### config.mk
export PLATFORM = sky130hd
export DESIGN_NAME = json_string_unescape
export DESIGN_NICKNAME = d
export VERILOG_FILES = /design/src/hw/rtl/jsu_pkg.sv /design/src/hw/rtl/jsu_front.sv /design/src/hw/rtl/jsu_queue.sv /design/src/hw/rtl/jsu_back.sv /design/src/hw/rtl/json_string_unescape.sv
export SDC_FILE = /design/constraint.sdc
export NUM_CORES = 1
export LEC_CHECK = 0
export BUFFER_PORTS_ARGS = -buffer_cell sky130_fd_sc_hd__buf_2
export CORE_MARGIN = 8
export CORE_UTILIZATION = 30
export DETAILED_ROUTE_END_ITERATION = 8
export PLACE_DENSITY_LB_ADDON = 0.12
export SLEW_MARGIN = 20
export SYNTH_ARGS = -nofsm -noshare
export SYNTH_HDL_FRONTEND = slang
export SYNTH_SLANG_ARGS = --single-unit
### constraint.sdc
create_clock -name clk -period 12.2 [get_ports clk]
set_clock_uncertainty 0.2 [all_clocks]
set_input_delay 1.22 -clock clk [delete_from_list [all_inputs] [get_ports clk]]
set_output_delay 1.22 -clock clk [all_outputs]
set_load 0.05 [all_outputs]
### src/hw/rtl/jsu_pkg.sv
// jsu_pkg: shared types and constants of the json string unescaper
// used by the front decoder, the job queue, the back serialiser and the top level
package jsu_pkg;

  localparam int COUNT_BITS = 16;
  localparam int OUT_CNT_W  = 16;
  localparam int QDEPTH     = 4;
  localparam int QPTR_W     = $clog2(QDEPTH);
  localparam int QCNT_W     = $clog2(QDEPTH + 1);

  localparam logic [1:0] ST_RUN  = 2'd0;
  localparam logic [1:0] ST_DONE = 2'd1;
  localparam logic [1:0] ST_ERR  = 2'd2;

  // one decoded input byte: up to four data beats and an optional status beat
  typedef struct packed {
    logic [3:0][7:0]       bytes;
    logic [2:0]            n;
    logic [1:0]            status;
    logic [OUT_CNT_W-1:0]  chars;
    logic [OUT_CNT_W-1:0]  dbytes;
  } job_t;

  typedef struct packed {
    logic full;
    logic empty;
  } q_status_t;

endpackage

### src/hw/rtl/jsu_front.sv
// jsu_front: accepts raw bytes, runs the escape and \u decoder, builds jobs
// depends on jsu_pkg
module jsu_front import jsu_pkg::*; (
  input  logic        clk,
  input  logic        rst_n,
  input  logic        in_valid,
  input  logic [7:0]  in_byte,
  input  q_status_t   q_stat,
  output logic        push,
  output job_t        push_job
);

  localparam logic [2:0] MODE_IDLE    = 3'd0;
  localparam logic [2:0] MODE_STR     = 3'd1;
  localparam logic [2:0] MODE_ESC     = 3'd2;
  localparam logic [2:0] MODE_HEX_HI  = 3'd3;
  localparam logic [2:0] MODE_WAIT_BS = 3'd4;
  localparam logic [2:0] MODE_WAIT_U  = 3'd5;
  localparam logic [2:0] MODE_HEX_LO  = 3'd6;

  localparam logic [7:0] CH_QUOTE = 8'h22;
  localparam logic [7:0] CH_BSL   = 8'h5C;
  localparam logic [7:0] CH_B     = 8'h62;
  localparam logic [7:0] CH_F     = 8'h66;
  localparam logic [7:0] CH_N     = 8'h6E;
  localparam logic [7:0] CH_R     = 8'h72;
  localparam logic [7:0] CH_T     = 8'h74;
  localparam logic [7:0] CH_U     = 8'h75;

  localparam int CW1 = COUNT_BITS + 1;

  typedef struct packed {
    logic [3:0][7:0] bytes;
    logic [2:0]      n;
  } enc_t;

  function automatic logic [4:0] hex_digit(logic [7:0] b);
    logic [4:0] r;
    r = 5'd0;
    if (b >= 8'h30 && b <= 8'h39)      r = {1'b1, 4'(b - 8'h30)};
    else if (b >= 8'h61 && b <= 8'h66) r = {1'b1, 4'(b - 8'h57)};
    else if (b >= 8'h41 && b <= 8'h46) r = {1'b1, 4'(b - 8'h37)};
    return r;
  endfunction

  function automatic enc_t utf8_enc(logic [20:0] cp);
    enc_t e;
    e.bytes = '0;
    if (cp < 21'h80) begin
      e.bytes[0] = cp[7:0];
      e.n = 3'd1;
    end else if (cp < 21'h800) begin
      e.bytes[0] = {3'b110, cp[10:6]};
      e.bytes[1] = {2'b10, cp[5:0]};
      e.n = 3'd2;
    end else if (cp < 21'h10000) begin
      e.bytes[0] = {4'b1110, cp[15:12]};
      e.bytes[1] = {2'b10, cp[11:6]};
      e.bytes[2] = {2'b10, cp[5:0]};
      e.n = 3'd3;
    end else begin
      e.bytes[0] = {5'b11110, cp[20:18]};
      e.bytes[1] = {2'b10, cp[17:12]};
      e.bytes[2] = {2'b10, cp[11:6]};
      e.bytes[3] = {2'b10, cp[5:0]};
      e.n = 3'd4;
    end
    return e;
  endfunction

  function automatic logic [COUNT_BITS-1:0] sat_add(logic [COUNT_BITS-1:0] a, logic [2:0] inc);
    logic [COUNT_BITS:0] s;
    s = {1'b0, a} + CW1'(inc);
    return s[COUNT_BITS] ? '1 : s[COUNT_BITS-1:0];
  endfunction

  logic [2:0]            mode_r, mode_nxt;
  logic [15:0]           hex_r, hex_nxt;
  logic [2:0]            digits_r, digits_nxt;
  logic [9:0]            high_r, high_nxt;
  logic [COUNT_BITS-1:0] chars_r, chars_nxt, chars_mid;
  logic [COUNT_BITS-1:0] bytes_r, bytes_nxt, bytes_mid;

  logic            accept;
  logic [4:0]      hd;
  logic [15:0]     hv;
  logic [1:0]      status;
  enc_t            enc;
  logic [20:0]     cp;

  assign accept = in_valid && !q_stat.full;
  assign hd     = hex_digit(in_byte);
  assign hv     = {hex_r[11:0], hd[3:0]};

  always_comb begin
    mode_nxt   = mode_r;
    hex_nxt    = hex_r;
    digits_nxt = digits_r;
    high_nxt   = high_r;
    chars_mid  = chars_r;
    bytes_mid  = bytes_r;
    status     = ST_RUN;
    enc.bytes  = '0;
    enc.n      = 3'd0;
    cp         = 21'd0;
    unique case (mode_r)
      MODE_IDLE: begin
        if (in_byte == CH_QUOTE) begin
          chars_mid  = '0;
          bytes_mid  = '0;
          hex_nxt    = '0;
          digits_nxt = '0;
          high_nxt   = '0;
          mode_nxt   = MODE_STR;
        end else begin
          status = ST_ERR;
        end
      end
      MODE_STR: begin
        if (in_byte == CH_QUOTE) begin
          status = ST_DONE;
        end else if (in_byte == CH_BSL) begin
          mode_nxt = MODE_ESC;
        end else begin
          enc.bytes[0] = in_byte;
          enc.n = 3'd1;
        end
      end
      MODE_ESC: begin
        mode_nxt = MODE_STR;
        enc.n = 3'd1;
        unique case (in_byte)
          CH_B:    enc.bytes[0] = 8'h08;
          CH_F:    enc.bytes[0] = 8'h0C;
          CH_N:    enc.bytes[0] = 8'h0A;
          CH_R:    enc.bytes[0] = 8'h0D;
          CH_T:    enc.bytes[0] = 8'h09;
          CH_U: begin
            enc.n      = 3'd0;
            hex_nxt    = '0;
            digits_nxt = '0;
            mode_nxt   = MODE_HEX_HI;
          end
          default: enc.bytes[0] = in_byte;
        endcase
      end
      MODE_HEX_HI, MODE_HEX_LO: begin
        if (!hd[4]) begin
          status = ST_ERR;
        end else if (digits_r != 3'd3) begin
          hex_nxt    = hv;
          digits_nxt = digits_r + 3'd1;
        end else begin
          hex_nxt    = hv;
          digits_nxt = '0;
          if (mode_r == MODE_HEX_HI) begin
            if (hv >= 16'hD800 && hv <= 16'hDBFF) begin
              high_nxt = hv[9:0];
              mode_nxt = MODE_WAIT_BS;
            end else if (hv >= 16'hDC00 && hv <= 16'hDFFF) begin
              // lone low surrogate
              status = ST_ERR;
            end else begin
              cp       = {5'd0, hv};
              enc      = utf8_enc(cp);
              mode_nxt = MODE_STR;
            end
          end else begin
            if (hv >= 16'hDC00 && hv <= 16'hDFFF) begin
              cp       = 21'h10000 + {1'b0, high_r, hv[9:0]};
              enc      = utf8_enc(cp);
              mode_nxt = MODE_STR;
              high_nxt = '0;
            end else begin
              status = ST_ERR;
            end
          end
        end
      end
      MODE_WAIT_BS: begin
        if (in_byte == CH_BSL) mode_nxt = MODE_WAIT_U;
        else status = ST_ERR;
      end
      MODE_WAIT_U: begin
        if (in_byte == CH_U) begin
          hex_nxt    = '0;
          digits_nxt = '0;
          mode_nxt   = MODE_HEX_LO;
        end else begin
          status = ST_ERR;
        end
      end
      default: status = ST_ERR;
    endcase

    if (status != ST_RUN) begin
      mode_nxt   = MODE_IDLE;
      hex_nxt    = '0;
      digits_nxt = '0;
      high_nxt   = '0;
      enc.n      = 3'd0;
    end

    chars_nxt = chars_mid;
    bytes_nxt = bytes_mid;
    if (enc.n != 3'd0) begin
      // continuation bytes passed raw do not start a character
      if (enc.n > 3'd1 || enc.bytes[0][7:6] != 2'b10)
        chars_nxt = sat_add(chars_mid, 3'd1);
      bytes_nxt = sat_add(bytes_mid, enc.n);
    end
  end

  assign push            = accept && (enc.n != 3'd0 || status != ST_RUN);
  assign push_job.bytes  = enc.bytes;
  assign push_job.n      = enc.n;
  assign push_job.status = status;
  assign push_job.chars  = OUT_CNT_W'(chars_nxt);
  assign push_job.dbytes = OUT_CNT_W'(bytes_nxt);

  always_ff @(posedge clk) begin
    if (!rst_n) begin
      mode_r   <= MODE_IDLE;
      hex_r    <= '0;
      digits_r <= '0;
      high_r   <= '0;
      chars_r  <= '0;
      bytes_r  <= '0;
    end else if (accept) begin
      mode_r   <= mode_nxt;
      hex_r    <= hex_nxt;
      digits_r <= digits_nxt;
      high_r   <= high_nxt;
      chars_r  <= chars_nxt;
      bytes_r  <= bytes_nxt;
    end
  end

endmodule

### src/hw/rtl/jsu_queue.sv
// jsu_queue: short job queue between front decoder and back serialiser
// depends on jsu_pkg
module jsu_queue import jsu_pkg::*; (
  input  logic       clk,
  input  logic       rst_n,
  input  logic       push,
  input  job_t       push_job,
  input  logic       pop,
  output job_t       head_job,
  output q_status_t  q_stat
);

  job_t              mem_r [QDEPTH];
  logic [QPTR_W-1:0] wr_ptr_r, rd_ptr_r;
  logic [QCNT_W-1:0] cnt_r, cnt_nxt;

  assign q_stat.full  = (cnt_r == QCNT_W'(QDEPTH));
  assign q_stat.empty = (cnt_r == '0);
  assign head_job     = mem_r[rd_ptr_r];

  always_comb begin
    cnt_nxt = cnt_r;
    if (push && !pop) cnt_nxt = cnt_r + QCNT_W'(1);
    else if (!push && pop) cnt_nxt = cnt_r - QCNT_W'(1);
  end

  always_ff @(posedge clk) begin
    if (push) mem_r[wr_ptr_r] <= push_job;
  end

  always_ff @(posedge clk) begin
    if (!rst_n) begin
      wr_ptr_r <= '0;
      rd_ptr_r <= '0;
      cnt_r    <= '0;
    end else begin
      if (push) wr_ptr_r <= wr_ptr_r + QPTR_W'(1);
      if (pop)  rd_ptr_r <= rd_ptr_r + QPTR_W'(1);
      cnt_r <= cnt_nxt;
    end
  end

endmodule

### src/hw/rtl/jsu_back.sv
// jsu_back: serialises the head job of the queue into result beats
// depends on jsu_pkg
module jsu_back import jsu_pkg::*; (
  input  logic                  clk,
  input  logic                  rst_n,
  input  job_t                  head_job,
  input  q_status_t             q_stat,
  output logic                  pop,
  input  logic                  out_stall,
  output logic                  out_valid,
  output logic [7:0]            out_byte,
  output logic                  out_data_valid,
  output logic                  out_run_last,
  output logic [1:0]            out_status,
  output logic [OUT_CNT_W-1:0]  out_char_count,
  output logic [OUT_CNT_W-1:0]  out_decoded_bytes
);

  logic [1:0] k_r;
  logic [2:0] total;
  logic       is_data;
  logic       last;
  logic       take;

  assign total     = head_job.n + {2'b00, head_job.status != ST_RUN};
  assign is_data   = {1'b0, k_r} < head_job.n;
  assign last      = ({1'b0, k_r} + 3'd1) == total;
  assign out_valid = !q_stat.empty;
  assign take      = out_valid && !out_stall;
  assign pop       = take && last;

  assign out_byte          = is_data ? head_job.bytes[k_r] : 8'h00;
  assign out_data_valid    = is_data;
  assign out_run_last      = last;
  assign out_status        = is_data ? ST_RUN : head_job.status;
  assign out_char_count    = head_job.chars;
  assign out_decoded_bytes = head_job.dbytes;

  always_ff @(posedge clk) begin
    if (!rst_n) begin
      k_r <= '0;
    end else if (take) begin
      k_r <= last ? 2'd0 : k_r + 2'd1;
    end
  end

endmodule

### src/hw/rtl/json_string_unescape.sv
// json_string_unescape: top level, joins front decoder, job queue and back serialiser
// depends on jsu_pkg, jsu_front, jsu_queue, jsu_back
//
// usage: feed the bytes of a quoted json string on the in_ channel, opening quote
// first, one beat per byte. each byte is accepted when in_valid is high and
// in_stall is low. the out_ channel gives the decoded utf-8 bytes as beats with
// out_data_valid set, then one status beat at the closing quote (done) or on an
// error. out_run_last marks the last beat caused by one input byte; bytes that
// complete nothing (opening quote, backslash, hex digits) give no beat.
// the job of a byte that gives beats is registered in the job queue, read from its head.
// throughput: one input byte per cycle while in_stall is low; a \u escape takes one
// output beat per utf-8 byte, the back serialiser emitting one beat a cycle while
// out_stall is low. a four-entry job queue parts the two sides, so input keeps
// flowing while the receiver stalls, until the queue fills and in_stall rises.
// reset: decoder idle awaiting an opening quote, counters cleared, queue empty.
module json_string_unescape import jsu_pkg::*; (
  input  logic                  clk,
  input  logic                  rst_n,
  input  logic                  in_valid,
  output logic                  in_stall,
  input  logic [7:0]            in_byte,
  output logic                  out_valid,
  input  logic                  out_stall,
  output logic [7:0]            out_byte,
  output logic                  out_data_valid,
  output logic                  out_run_last,
  output logic [1:0]            out_status,
  output logic [OUT_CNT_W-1:0]  out_char_count,
  output logic [OUT_CNT_W-1:0]  out_decoded_bytes
);

  q_status_t q_stat;
  logic      push;
  logic      pop;
  job_t      push_job;
  job_t      head_job;

  assign in_stall = q_stat.full;

  jsu_front u_front (
    .clk      (clk),
    .rst_n    (rst_n),
    .in_valid (in_valid),
    .in_byte  (in_byte),
    .q_stat   (q_stat),
    .push     (push),
    .push_job (push_job)
  );

  jsu_queue u_queue (
    .clk      (clk),
    .rst_n    (rst_n),
    .push     (push),
    .push_job (push_job),
    .pop      (pop),
    .head_job (head_job),
    .q_stat   (q_stat)
  );

  jsu_back u_back (
    .clk               (clk),
    .rst_n             (rst_n),
    .head_job          (head_job),
    .q_stat            (q_stat),
    .pop               (pop),
    .out_stall         (out_stall),
    .out_valid         (out_valid),
    .out_byte          (out_byte),
    .out_data_valid    (out_data_valid),
    .out_run_last      (out_run_last),
    .out_status        (out_status),
    .out_char_count    (out_char_count),
    .out_decoded_bytes (out_decoded_bytes)
  );

endmodule

==> metrics.yaml <==
global_routing:
  grt_pass1_wl_um: 67500
  grt_pass1_vias: 10630
  grt_util_all_layers: 0.1380
  overflow: 0
  grt_max_degree: 69
  antenna_found_initial: 1
synthesis:
  synth_edf_count: 264
  syn-cell-area_mm2: 0.01624
  synth_warnings: 0
  ys_types: 99
  postSynthCellCount: 1252
  synth-seq-cells: 335
  synthArstFlopShare: 0
  synth_seq_area_share: 0.5757
  synth-main-ff-cell: "edfxtp_1"
  syn_area_per_cell_um2: 12.97
  syn_nets: 1285
pwr:
  powerDensity_mw_per_mm2: 181.9
  p_total_mw: 3.346
  max-vdd-ir-drop_mv: 0.08166
  p_leak_nw: 5.999
clocking:
  cts_tree: "built"
  h-tree-depth: 2
  numCtsBuffers: 39
  insertion_delay_ns: 0.55
  clockBufferDepth: 3
  hold_buffers: 0
  cts_resized: 0
  post_cts_buffers: 0
  clockRootBuffer: "clkbuf_16"
  clk_pin_slew_ns: 0.06
  cts_sinks: 335
worst_setup_path:
  cpLargestDelayFamily: "compound AO/OA/AOI/OAI gates"
  r2r_cells: 11
  cp.arrival_ns: 5.43
  crit_path_max_incr_delay_ns: 0.65
  cp_slowest_cell: "a2111oi_0"
  crit_cells: 14
  worstReg2RegStart: "u_front.mode_r[0]$_SDFFE_PN0P_"
  critPathRequiredTime_ns: 12.30
  critPathLaunchType: "input port"
  cp.buffers_inverters: 2
  critPathKind: "input port to register"
  crit_chain: "buf_2 -> inv_1 -> ha_1 -> o21bai_1 -> a2111oi_0 -> a21oi_1 -> or3_1 -> nor2_1 -> ha_1 -> a21o_1 -> a21oi_1 -> nor3_1 -> xnor2_1 -> o21ai_0"
  r2r_end: "u_queue.mem_r[0][9]$_DFFE_PP_"
  worst_setup_path_end_kind: "register"
  reg2reg_setup_slack_ns: 7.08
  worst-path-max-fanout: 10
drt:
  viasPerCell: 5.376
  drc: 0
  drt-initial-drc-count: 830
  routed_wl_um: 43770
  firstDrtPassIters: 5
  route.antenna.remaining_nets: 0
  num_vias: 10770
  post_drt_wl_per_cell_um: 21.84
timing:
  hold_violations: 0
  finalCritPeriodShare: 0.4368
  max_freq_mhz: 187.6
  tns_ns: 0
  fin_crit_ns: 5.330
  finalMaxSlewViolations: 0
  rsz0062_at_grt: "false"
  setup_viol: 0
  worstMarginPinSlew_ns: 1.032
  maxSlewHeadroom: 0.3105
die:
  die_h_um: 248.7
  die_x_um: 248.7
  die_area_mm2: 0.06183
  rows: 85
  coreArea_mm2: 0.05371
  boundaryPins: 58
  initial_core_util: 0.3024
flow_run:
  maxCapViolCount: 0
finish:
  final_layout_size_suffix_gt1_frac: 0.1845
  final_nets: 1310
  final_common_cell: "edfxtp_1"
  mostFrequentLayoutCells: "edfxtp_1, nand2_1, mux4_2, dfxtp_1, nor2_1"
  stdcell_area_mm2: 0.01840
  area_growth_pct: 13.30
min_path:
  holdCritStartpoint: "u_front.digits_r[1]$_SDFFE_PN0P_"
  whs_endpoint: "u_front.digits_r[1]$_SDFFE_PN0P_"
  hp-class: "register to register"
  whs_path_depth: 2
place:
  port_buffers: 57
  dpl.hpwl_um: 28210
  gp_congestion: 0.8490
  dpl_cell_area_mm2: 0.01716
status:
  status: "completed"
[cells in the mapped netlist, types with 9 or more instances]
library cell,count,area [µm²]
edfxtp_1,264,7928
nand2_1,93,349.1
mux4_2,73,1644
dfxtp_1,71,1421
clkbuf_1,63,236.5
nor2_1,62,232.7
nand3_1,57,285.3
a21oi_1,53,265.3
o21ai_0,48,240.2
mux2i_1,31,310.3
nor3_1,31,155.2
inv_1,23,86.33
a31oi_1,22,137.6
a211oi_1,20,150.1
ha_1,19,237.7
and2_1,17,106.4
and3_1,17,106.4
nor2b_1,14,87.58
nand4_1,12,75.07
o211ai_1,12,90.09
a22oi_1,11,82.58
buf_1,11,41.29
buf_2,11,55.05
nand2b_1,11,68.82
nor4_1,11,68.82
o31ai_1,10,75.07
xnor2_1,10,87.58
o22ai_1,9,56.30
xor2_1,9,78.83
[metal layers]
metal	track usage	share of wire
met5	0	0.00021
met4	0.03146	0.016
met3	0.02879	0.053
met2	0.2076	0.44
met1	0.2017	0.49
[sequential cells by signal (all words and copies together), names as in the netlist, named ones only]
register          cells
u_front.chars_r      16
u_queue.wr_ptr_r      2
u_front.bytes_r      16
u_back.k_r            2
u_front.mode_r        3
u_front.high_r       10
u_queue.cnt_r         3
u_queue.mem_r       264
u_front.digits_r      3
u_front.hex_r        12
u_queue.rd_ptr_r      2
[cells by family after synthesis]
logic type                 share of synthesized area
DFF                                           0.5757
muxes                                         0.1203
and+or+nand+nor                               0.1255
AOI/OAI and AO/OA                             0.1201
adders and majority gates                    0.01710
buffers and inverters                        0.03097
xor gates and xnor gates                     0.01025
[power breakdown]
group          leakage [nW]  internal [mW]  switching [mW]  total [mW]
clock                 0.594          0.683           0.458        1.14
sequential             2.96           1.36          0.0537        1.41
combinational          2.45          0.257           0.534       0.791
total                  6.00           2.30            1.05        3.35
[tightest hold or removal path, stage by stage (launching register included)]
cell and delay, ns:
dfxtp_1 0.31, nand2_1 0.05, mux2i_1 0.06
[final cells by class]
cell class | count | area (µm²)
antenna | 2 | 5.005
clock buffer | 54 | 1042
clock inverter | 16 | 188.9
fill | 5250 | 35310
inverter | 23 | 86.33
multi-input combinational | 801 | 6414
sequential | 335 | 9356
tap | 696 | 870.8
timing repair buffer | 77 | 435.4
[worst max-delay path by stage]
| stage | startpoint | end | slack, ns |
|---|---|---|---|
| 2_1_floorplan | register | out_byte[6] | 6.62 |
| 3_3_place_gp | in_byte[0] | u_queue.mem_r[0][3]$_DFFE_PP_ | 6.49 |
| 3_5_place_dp | in_byte[0] | u_queue.mem_r[2][9]$_DFFE_PP_ | 6.37 |
| 4_1_cts | register | out_byte[5] | 6.75 |
| 5_1_grt | in_byte[0] | u_queue.mem_r[0][9]$_DFFE_PP_ | 6.48 |
| 6_report | in_byte[0] | u_queue.mem_r[0][9]$_DFFE_PP_ | 6.87 |
[through the flow]
stage / instances / hold slack, ns / setup slack, ns / utilization
after global placement: 1932 / 0.2510 / 6.485 / 0.3196
after detailed placement: 1932 / 0.2638 / 6.368 / 0.3196
final: 2004 / 0.2679 / 6.870 / 0.3426
after CTS: 2002 / 0.2714 / 6.751 / 0.3425
after floorplan: 1252 / 0.2418 / 6.618 / -
after global routing: 2002 / 0.3136 / 6.479 / 0.3425
(Power assumes the default switching activity.)
